## src/sv/xsrg_pkg.sv

```systemverilog
package xsrg_pkg;

  localparam int unsigned DataW = 64;
  localparam int unsigned HalfW = DataW / 2;
  localparam int unsigned CntW  = $clog2(DataW);

  localparam logic [DataW-1:0] MultConst = 64'h2545_F491_4F6C_DD1D;
  localparam logic [DataW-1:0] SeedReset = 64'd1;
  localparam int unsigned ShiftA = 12;
  localparam int unsigned ShiftB = 25;
  localparam int unsigned ShiftC = 27;

  localparam int unsigned QueueDepthDefault = 2;

  // configuration register indexes
  localparam int unsigned CfgIdxW = 2;
  typedef enum logic [CfgIdxW-1:0] {
    CFG_SEED  = 2'd0,
    CFG_LOW   = 2'd1,
    CFG_HIGH  = 2'd2
  } xsrg_cfg_e;

  // how the back end treats a raw value
  typedef enum logic [1:0] {
    CLS_RAW = 2'd0,
    CLS_ERR = 2'd1,
    CLS_MOD = 2'd2
  } xsrg_cls_e;

  typedef struct packed {
    logic [DataW-1:0] raw;
    logic [DataW-1:0] span;
    logic [DataW-1:0] low;
    xsrg_cls_e        cls;
  } xsrg_entry_t;

  // a zero seed would lock the generator
  function automatic logic [DataW-1:0] load_seed(input logic [DataW-1:0] s);
    return (s == '0) ? SeedReset : s;
  endfunction

  function automatic logic [DataW-1:0] xorshift(input logic [DataW-1:0] s);
    logic [DataW-1:0] x;
    x = s;
    x = x ^ (x >> ShiftA);
    x = x ^ (x << ShiftB);
    x = x ^ (x >> ShiftC);
    return x;
  endfunction

endpackage

```

## src/sv/xsrg_front.sv

```systemverilog
module xsrg_front (
  input  logic                                 clk_i,
  input  logic                                 rst_ni,
  input  logic                                 in_valid_i,
  output logic                                 in_stall_o,
  input  logic                                 restart_i,
  input  logic [xsrg_pkg::DataW-1:0]           seed_i,
  input  logic [xsrg_pkg::DataW-1:0]           low_i,
  input  logic [xsrg_pkg::DataW-1:0]           high_i,
  output logic                                 push_o,
  output xsrg_pkg::xsrg_entry_t                entry_o,
  input  logic                                 full_i
);

  localparam int unsigned W = xsrg_pkg::DataW;
  localparam int unsigned H = xsrg_pkg::HalfW;

  typedef enum logic [5:0] {
    F_IDLE = 6'b000001,
    F_MUL0 = 6'b000010,
    F_MUL1 = 6'b000100,
    F_MUL2 = 6'b001000,
    F_MUL3 = 6'b010000,
    F_PUSH = 6'b100000
  } front_state_e;

  front_state_e fsm_q, fsm_d;

  logic [W-1:0] gen_q, gen_d;
  logic [W-1:0] acc_q;
  logic [W-1:0] prod_q;
  logic [W-1:0] span_q;
  logic [W-1:0] low_q;
  xsrg_pkg::xsrg_cls_e cls_q;

  logic [H-1:0] mul_a, mul_b;
  logic [W-1:0] span_w;
  logic         accept;

  assign accept     = in_valid_i && (fsm_q == F_IDLE);
  assign in_stall_o = (fsm_q != F_IDLE);
  assign span_w     = high_i - low_i;

  always_comb begin
    gen_d = gen_q;
    if (accept) begin
      gen_d = xsrg_pkg::xorshift(restart_i ? xsrg_pkg::load_seed(seed_i) : gen_q);
    end
  end

  // 64x64 low product from one 32x32 multiplier: lo*lo, then the two cross terms
  assign mul_a = (fsm_q == F_MUL2) ? gen_q[W-1:H] : gen_q[H-1:0];
  assign mul_b = (fsm_q == F_MUL1) ? xsrg_pkg::MultConst[W-1:H]
                                   : xsrg_pkg::MultConst[H-1:0];

  always_comb begin
    fsm_d = fsm_q;
    unique case (fsm_q)
      F_IDLE: if (accept) fsm_d = F_MUL0;
      F_MUL0: fsm_d = F_MUL1;
      F_MUL1: fsm_d = F_MUL2;
      F_MUL2: fsm_d = F_MUL3;
      F_MUL3: fsm_d = F_PUSH;
      F_PUSH: if (!full_i) fsm_d = F_IDLE;
      default: fsm_d = F_IDLE;
    endcase
  end

  always_ff @(posedge clk_i or negedge rst_ni) begin
    if (!rst_ni) begin
      fsm_q <= F_IDLE;
      gen_q <= xsrg_pkg::SeedReset;
    end else begin
      fsm_q <= fsm_d;
      gen_q <= gen_d;
    end
  end

  always_ff @(posedge clk_i) begin
    prod_q <= W'(mul_a) * W'(mul_b);
    unique case (fsm_q) inside
      F_MUL1: acc_q <= prod_q;
      F_MUL2, F_MUL3: acc_q <= acc_q + {prod_q[H-1:0], {H{1'b0}}};
      default: acc_q <= acc_q;
    endcase
    if (accept) begin
      span_q <= span_w;
      low_q  <= low_i;
      if (low_i == '0 && high_i == '0) begin
        cls_q <= xsrg_pkg::CLS_RAW;
      end else if (span_w == '0) begin
        cls_q <= xsrg_pkg::CLS_ERR;
      end else begin
        cls_q <= xsrg_pkg::CLS_MOD;
      end
    end
  end

  assign push_o       = (fsm_q == F_PUSH) && !full_i;
  assign entry_o.raw  = acc_q;
  assign entry_o.span = span_q;
  assign entry_o.low  = low_q;
  assign entry_o.cls  = cls_q;

endmodule

```

## src/sv/xsrg_fifo.sv

```systemverilog
module xsrg_fifo #(
  parameter int unsigned Depth = xsrg_pkg::QueueDepthDefault
) (
  input  logic                  clk_i,
  input  logic                  rst_ni,
  input  logic                  push_i,
  input  xsrg_pkg::xsrg_entry_t data_i,
  output logic                  full_o,
  input  logic                  pop_i,
  output xsrg_pkg::xsrg_entry_t data_o,
  output logic                  empty_o
);

  localparam int unsigned PtrW = (Depth > 1) ? $clog2(Depth) : 1;
  localparam int unsigned CntW = $clog2(Depth + 1);
  localparam logic [PtrW-1:0] LastPtr = PtrW'(Depth - 1);
  localparam logic [CntW-1:0] DepthCnt = CntW'(Depth);

  xsrg_pkg::xsrg_entry_t mem_q [Depth];
  logic [PtrW-1:0] wr_ptr_q, rd_ptr_q;
  logic [CntW-1:0] count_q;

  assign full_o  = (count_q == DepthCnt);
  assign empty_o = (count_q == '0);
  assign data_o  = mem_q[rd_ptr_q];

  always_ff @(posedge clk_i or negedge rst_ni) begin
    if (!rst_ni) begin
      wr_ptr_q <= '0;
      rd_ptr_q <= '0;
      count_q  <= '0;
    end else begin
      if (push_i) begin
        wr_ptr_q <= (wr_ptr_q == LastPtr) ? '0 : wr_ptr_q + 1'b1;
      end
      if (pop_i) begin
        rd_ptr_q <= (rd_ptr_q == LastPtr) ? '0 : rd_ptr_q + 1'b1;
      end
      if (push_i && !pop_i) begin
        count_q <= count_q + 1'b1;
      end else if (pop_i && !push_i) begin
        count_q <= count_q - 1'b1;
      end
    end
  end

  always_ff @(posedge clk_i) begin
    if (push_i) begin
      mem_q[wr_ptr_q] <= data_i;
    end
  end

endmodule

```

## src/sv/xsrg_back.sv

```systemverilog
module xsrg_back (
  input  logic                              clk_i,
  input  logic                              rst_ni,
  input  logic                              empty_i,
  input  xsrg_pkg::xsrg_entry_t             entry_i,
  output logic                              pop_o,
  output logic                              out_valid_o,
  input  logic                              out_stall_i,
  output logic [xsrg_pkg::DataW-1:0]        random_value_o,
  output logic                              range_error_o
);

  localparam int unsigned W = xsrg_pkg::DataW;
  localparam int unsigned CW = xsrg_pkg::CntW;
  localparam logic [CW-1:0] LastStep = CW'(W - 1);

  typedef enum logic [3:0] {
    B_IDLE = 4'b0001,
    B_DIV  = 4'b0010,
    B_ADD  = 4'b0100,
    B_DONE = 4'b1000
  } back_state_e;

  back_state_e fsm_q, fsm_d;

  logic [W-1:0]  rem_q, dvd_q, div_q, low_q;
  logic [CW-1:0] cnt_q;
  logic [W-1:0]  res_val_q;
  logic          res_err_q;
  logic          out_valid_q;
  logic [W-1:0]  out_val_q;
  logic          out_err_q;

  logic [W:0]    trial;
  logic          fits;
  logic          out_load;

  assign pop_o    = (fsm_q == B_IDLE) && !empty_i;
  assign out_load = (fsm_q == B_DONE) && (!out_valid_q || !out_stall_i);

  // restoring division, one quotient bit per cycle; only the remainder is kept
  assign trial = {rem_q, dvd_q[W-1]};
  assign fits  = (trial >= {1'b0, div_q});

  always_comb begin
    fsm_d = fsm_q;
    unique case (fsm_q)
      B_IDLE: begin
        if (pop_o) begin
          fsm_d = (entry_i.cls == xsrg_pkg::CLS_MOD) ? B_DIV : B_DONE;
        end
      end
      B_DIV:  if (cnt_q == LastStep) fsm_d = B_ADD;
      B_ADD:  fsm_d = B_DONE;
      B_DONE: if (out_load) fsm_d = B_IDLE;
      default: fsm_d = B_IDLE;
    endcase
  end

  always_ff @(posedge clk_i or negedge rst_ni) begin
    if (!rst_ni) begin
      fsm_q       <= B_IDLE;
      cnt_q       <= '0;
      out_valid_q <= 1'b0;
    end else begin
      fsm_q <= fsm_d;
      if (fsm_q == B_DIV) begin
        cnt_q <= cnt_q + 1'b1;
      end else begin
        cnt_q <= '0;
      end
      if (out_load) begin
        out_valid_q <= 1'b1;
      end else if (!out_stall_i) begin
        out_valid_q <= 1'b0;
      end
    end
  end

  always_ff @(posedge clk_i) begin
    unique case (fsm_q)
      B_IDLE: begin
        if (pop_o) begin
          rem_q <= '0;
          dvd_q <= entry_i.raw;
          div_q <= entry_i.span;
          low_q <= entry_i.low;
          res_err_q <= (entry_i.cls == xsrg_pkg::CLS_ERR);
          res_val_q <= (entry_i.cls == xsrg_pkg::CLS_RAW) ? entry_i.raw : '0;
        end
      end
      B_DIV: begin
        rem_q <= fits ? W'(trial - {1'b0, div_q}) : trial[W-1:0];
        dvd_q <= dvd_q << 1;
      end
      B_ADD: res_val_q <= rem_q + low_q;
      default: ;
    endcase
    if (out_load) begin
      out_val_q <= res_val_q;
      out_err_q <= res_err_q;
    end
  end

  assign out_valid_o    = out_valid_q;
  assign random_value_o = out_val_q;
  assign range_error_o  = out_err_q;

  a_div_nonzero: assert property (@(posedge clk_i) disable iff (!rst_ni)
    fsm_q == B_DIV |-> div_q != '0)
    else $error("divider running with zero divisor");

  a_rem_below_div: assert property (@(posedge clk_i) disable iff (!rst_ni)
    fsm_q == B_ADD |-> rem_q < div_q)
    else $error("remainder not below divisor");

  a_err_zero: assert property (@(posedge clk_i) disable iff (!rst_ni)
    out_load && res_err_q |-> res_val_q == '0)
    else $error("range error with nonzero value");

  a_div_steps: assert property (@(posedge clk_i) disable iff (!rst_ni)
    fsm_q == B_ADD |-> $past(fsm_q) == B_DIV && $past(cnt_q) == LastStep)
    else $error("division left early");

endmodule

```

## src/sv/xorshift64star_ranged_generator_unit.sv

```systemverilog
// xorshift64* generator with optional range reduction. Each transaction on the
// input side steps the 64-bit state (reloaded from the seed register first when
// restart_i is set) and yields one result. The front end takes a transaction,
// steps the state and forms the 64-bit product with one 32x32 multiplier; it
// hands the raw value to a small queue and is free again once the queue has
// taken it. The back end passes raw values and range errors straight to the
// output register, and otherwise reduces through a one-bit-per-cycle restoring
// divider followed by the final add and the output register. The output
// register lets a finished result wait while the next transaction is already
// being worked on. Configuration writes (seed, low, high) are to be made only
// while the unit is idle; a seed write takes effect on the next restart.
module xorshift64star_ranged_generator_unit #(
  parameter int unsigned QueueDepth = xsrg_pkg::QueueDepthDefault
) (
  input  logic                           clk_i,
  input  logic                           rst_ni,
  input  logic                           in_valid_i,
  output logic                           in_stall_o,
  input  logic                           restart_i,
  output logic                           out_valid_o,
  input  logic                           out_stall_i,
  output logic [xsrg_pkg::DataW-1:0]     random_value_o,
  output logic                           range_error_o,
  input  logic                           cfg_we_i,
  input  logic [xsrg_pkg::CfgIdxW-1:0]   cfg_index_i,
  input  logic [xsrg_pkg::DataW-1:0]     cfg_data_i
);

  logic [xsrg_pkg::DataW-1:0] seed_q, low_q, high_q;

  logic                  push, pop, full, empty;
  xsrg_pkg::xsrg_entry_t push_entry, pop_entry;

  always_ff @(posedge clk_i or negedge rst_ni) begin
    if (!rst_ni) begin
      seed_q <= xsrg_pkg::SeedReset;
      low_q  <= '0;
      high_q <= '0;
    end else if (cfg_we_i) begin
      unique case (cfg_index_i)
        xsrg_pkg::CFG_SEED: seed_q <= cfg_data_i;
        xsrg_pkg::CFG_LOW:  low_q  <= cfg_data_i;
        xsrg_pkg::CFG_HIGH: high_q <= cfg_data_i;
        default: ;
      endcase
    end
  end

  xsrg_front u_front (
    .clk_i      (clk_i),
    .rst_ni     (rst_ni),
    .in_valid_i (in_valid_i),
    .in_stall_o (in_stall_o),
    .restart_i  (restart_i),
    .seed_i     (seed_q),
    .low_i      (low_q),
    .high_i     (high_q),
    .push_o     (push),
    .entry_o    (push_entry),
    .full_i     (full)
  );

  xsrg_fifo #(
    .Depth (QueueDepth)
  ) u_fifo (
    .clk_i   (clk_i),
    .rst_ni  (rst_ni),
    .push_i  (push),
    .data_i  (push_entry),
    .full_o  (full),
    .pop_i   (pop),
    .data_o  (pop_entry),
    .empty_o (empty)
  );

  xsrg_back u_back (
    .clk_i          (clk_i),
    .rst_ni         (rst_ni),
    .empty_i        (empty),
    .entry_i        (pop_entry),
    .pop_o          (pop),
    .out_valid_o    (out_valid_o),
    .out_stall_i    (out_stall_i),
    .random_value_o (random_value_o),
    .range_error_o  (range_error_o)
  );

endmodule
```

## config.mk

```make
export PLATFORM = sky130hd
export DESIGN_NAME = xorshift64star_ranged_generator_unit
export DESIGN_NICKNAME = d
export VERILOG_FILES = /design/src/sv/xsrg_pkg.sv /design/src/sv/xsrg_front.sv /design/src/sv/xsrg_fifo.sv /design/src/sv/xsrg_back.sv /design/src/sv/xorshift64star_ranged_generator_unit.sv
export SDC_FILE = /design/constraint.sdc
export NUM_CORES = 2
export LEC_CHECK = 0
export BUFFER_PORTS_ARGS = -buffer_cell sky130_fd_sc_hd__buf_2
export CAP_MARGIN = 10
export CORE_MARGIN = 2
export CORE_UTILIZATION = 60
export CTS_CLUSTER_DIAMETER = 60
export CTS_CLUSTER_SIZE = 24
export DETAILED_ROUTE_END_ITERATION = 6
export PLACE_DENSITY = 0.77
export RECOVER_POWER = 100
export SYNTH_ARGS = -nofsm -noshare
export SYNTH_HDL_FRONTEND = slang
export SYNTH_SLANG_ARGS = --single-unit
```

## constraint.sdc

```tcl
create_clock -name clk_i -period 30.4 [get_ports clk_i]
set_input_delay 4.56 -clock clk_i [delete_from_list [all_inputs] [get_ports clk_i]]
set_output_delay 4.56 -clock clk_i [all_outputs]
set_load 0.02 [all_outputs]
```

==> summary.txt <==
Cell family with most CP delay: buffers and inverters
Fill count: 11,200
Die W: 380 um
Part of the cycle the worst path needs: 0.537
Initial antenna violation count: 18
CP dominant cell by count: clkbuf_1
DRC Markers: 0
RSZ-0062 raised after global routing: no
Largest net degree at the start of global routing: 148
Starting Density: 0.602
Core Region: 141,000 um^2
Final setup fails: 0
R2R depth: 32
Sequential Area: 37,300 um^2
Crit-path max cell delay: 5.41 ns
Final wirelength: 256,000 um
Critical path type: primary input to asynchronous set/reset pin
CTS Root Cell: clkbuf_16
Asr flop ratio synth: 0.212
Reg-to-Reg Start: u_front.fsm_q[0]
Clk Latency, worst-skew pair: 0.77 ns
Vias in the first global route: 57,000
Area share of the largest cell type after synthesis: 0.342
DP HPWL: 205,000 um
CP max-delay cell: clkbuf_1
Crit start category: primary input
Crit path DAT: 15.41 ns
Critical Path End Type: asynchronous set/reset pin
Largest cells by area after synthesis: edfxtp_1 34%, fa_1 14%, ha_1 9.1%
Fin. Hold Viols: 0
CTS Hold Bufs: 0
Post-CTS Resized: 0
Main synth FF type: edfxtp_1
Max Slew Vio Count: 2,311
Clock period minus worst slack: 16.33 ns
Area of the multi-input gates: 42,900 um^2
CTS tree: built
CP bufs+invs: 2
IO Port Bufs: 138
Max Clk Rate: 0.0612 GHz
Layout Nets: 8,832
Slew headroom: -4.14
Unique masters post-synth: 96
Most common cell in the netlist: inv_1
Sequential cell area fraction in the yosys report: 0.439
Yosys Warn Count: 0
CTS clk-pin slew, worst paths: 0.09 ns
Placed Instances: 9,366
Ports: 139
Clock Skew: 0.0814 ns
DRT iter0 DRCs: 6,434
Critical Path Source: rst_ni
Area Growth Syn to Fin: 6.84%
Area leader, netlist: edfxtp_1
DR vias/cell: 6.03
Mapped Cells: 7,492
Fin cells: 9,540
R2R Path End: u_front.prod_q[56]
EDFF count, synth: 968
Critical-path cell list: clkbuf_1 -> clkbuf_1
H-Tree Depth: 3
Ratio of cells with drive above 1 in the final layout: 0.0725
Via Count: 57,500
Number of max-cap violations: 35
Site row count: 138
Status: finished, violations left
Initial DRT Pass Iterations: 6
Die H: 380 um
Commonest cells post-synth: 1,036 x inv_1, 968 x edfxtp_1, 617 x ha_1
Mapped Area: 84,900 um^2
Overflow after GRT: 0
Drt wl/cell: 26.8 um
CP Max Fanout: 147
Reg-to-reg slack, setup: 16.26 ns
HP Class: flop to flop
Slew @ Worst Pin: 7.71 ns
RePlAce Congestion: 0.992
WP data required: 29.48 ns
Fin Setup TNS: 0 ns
Tot GR Track Use: 0.358
Number of post-CTS setup repair buffers: 0
Crit. path cell count: 2
Antenna Violating Nets Remaining: 0
Seq cells post-synth: 1,309
Critical path endpoint: u_back.fsm_q[3]
Failing checks: max-capacitance violations, max-slew violations
Cts bufs inserted: 92
Avg Inst Size Synth: 11.3 um^2
Die Area: 145,000 um^2
Clock buffer depth: 3
First-pass GRT wire length: 379,000 um
Sink Count: 1,309
==> metal layers <==
metal	vias to the layer above	GRT usage	share of wire	routed length, um
li1	25900	-	-	-
met1	28800	0.525	0.43	111000
met2	2411	0.533	0.43	111000
met3	418	0.0617	0.084	21500
met4	8	0.145	0.048	12300
met5	-	0	0.00021	54
==> state kept, by name, indices dropped and copies added (netlist names), 2 cells and up <==
signal	cells
low_q	64
u_front.acc_q	64
u_front.gen_q	64
u_back.cnt_q	6
seed_q	64
u_back.div_q	64
u_front.span_q	64
u_back.rem_q	64
u_back.dvd_q	64
u_front.fsm_q	6
u_back.res_val_q	64
u_fifo.count_q	2
u_back.low_q	64
u_back.fsm_q	4
high_q	64
u_front.low_q	64
u_front.prod_q	64
u_back.random_value_o	64
u_front.cls_q	2
u_fifo.mem_q	388
==> layout make-up <==
class / count / share of cell area
multi-input combinational: 4937 / 0.473
sequential: 1309 / 0.411
inverter: 1043 / 0.0432
tap: 1890 / 0.0261
clock buffer: 101 / 0.0260
clock inverter: 67 / 0.0109
timing repair buffer: 187 / 0.00947
antenna: 6 / 0.000165
==> how the worst min path moves through the flow <==
stage	startpoint	slack, ns	to	cells past startpoint
global route	u_back.res_val_q[22]	0.43	u_back.random_value_o[22]	0
floorplan	u_back.res_val_q[0]	0.40	u_back.random_value_o[0]	0
detailed placement	u_back.res_val_q[26]	0.40	u_back.random_value_o[26]	0
global placement	u_back.res_val_q[53]	0.40	u_back.random_value_o[53]	0
finish	u_back.res_val_q[57]	0.42	u_back.random_value_o[57]	0
CTS	u_front.acc_q[28]	0.41	u_fifo.mem_q[0][158]	0
==> per-stage QoR <==
stage	setup slack (ns)	cell area (um^2)	hold slack (ns)	util
floorplan	15.39	85100	0.400	-
global placement	19.83	87700	0.401	0.621
detailed placement	19.52	87700	0.405	0.621
CTS	19.59	91000	0.406	0.645
global route	11.67	90700	0.429	0.643
finish	14.07	90700	0.416	0.643
==> placed cells by master (no fill, tap or decap), drive strengths merged, types with 11 or more instances in the layout <==
cell type  synthesis  layout
inv             1036    1072
xnor2            295     295
o21ai            299     299
o22ai             73      73
clkinv             7      29
o21a              36      36
a21oi            479     479
clkbuf           218     202
a31oi             39      39
or2               20      20
buf               34      86
mux2i             86      86
a221oi            11      11
o211ai            17      17
nand3             84      84
xor2             179     179
nor2             441     441
or3               20      20
nand2            537     537
a21boi            14      14
conb               2      51
nor4              67      67
and3              35      35
nand4             69      69
a211o             12      12
dfrtp            273     273
o31ai             21      21
edfxtp           968     968
nand2b            34      34
mux2             322     322
a211oi            29      29
dfxtp             64      64
nor3              52      52
nand3b            12      12
ha               617     617
and2              48      48
fa               573     573
o21bai            49      49
a21o             156     156
nor2b             32      32
==> logic make-up (layout without fill, tap and decap cells) <==
family                     Yosys count  count (layout)  synth area share
DFF                               1309            1309             0.439
xor gates and xnor gates           474             474            0.0489
AOI/OAI and AO/OA                 1322            1322            0.0949
other                                2              57         0.0000884
adders and majority gates         1190            1190             0.226
muxes                              408             408            0.0528
and+or+nand+nor                   1492            1492            0.0806
buffers and inverters             1295            1398            0.0575
Power is left out: the tool's default activity adds up to more than one toggle a clock period on the data nets, which glitch-free logic cannot reach.
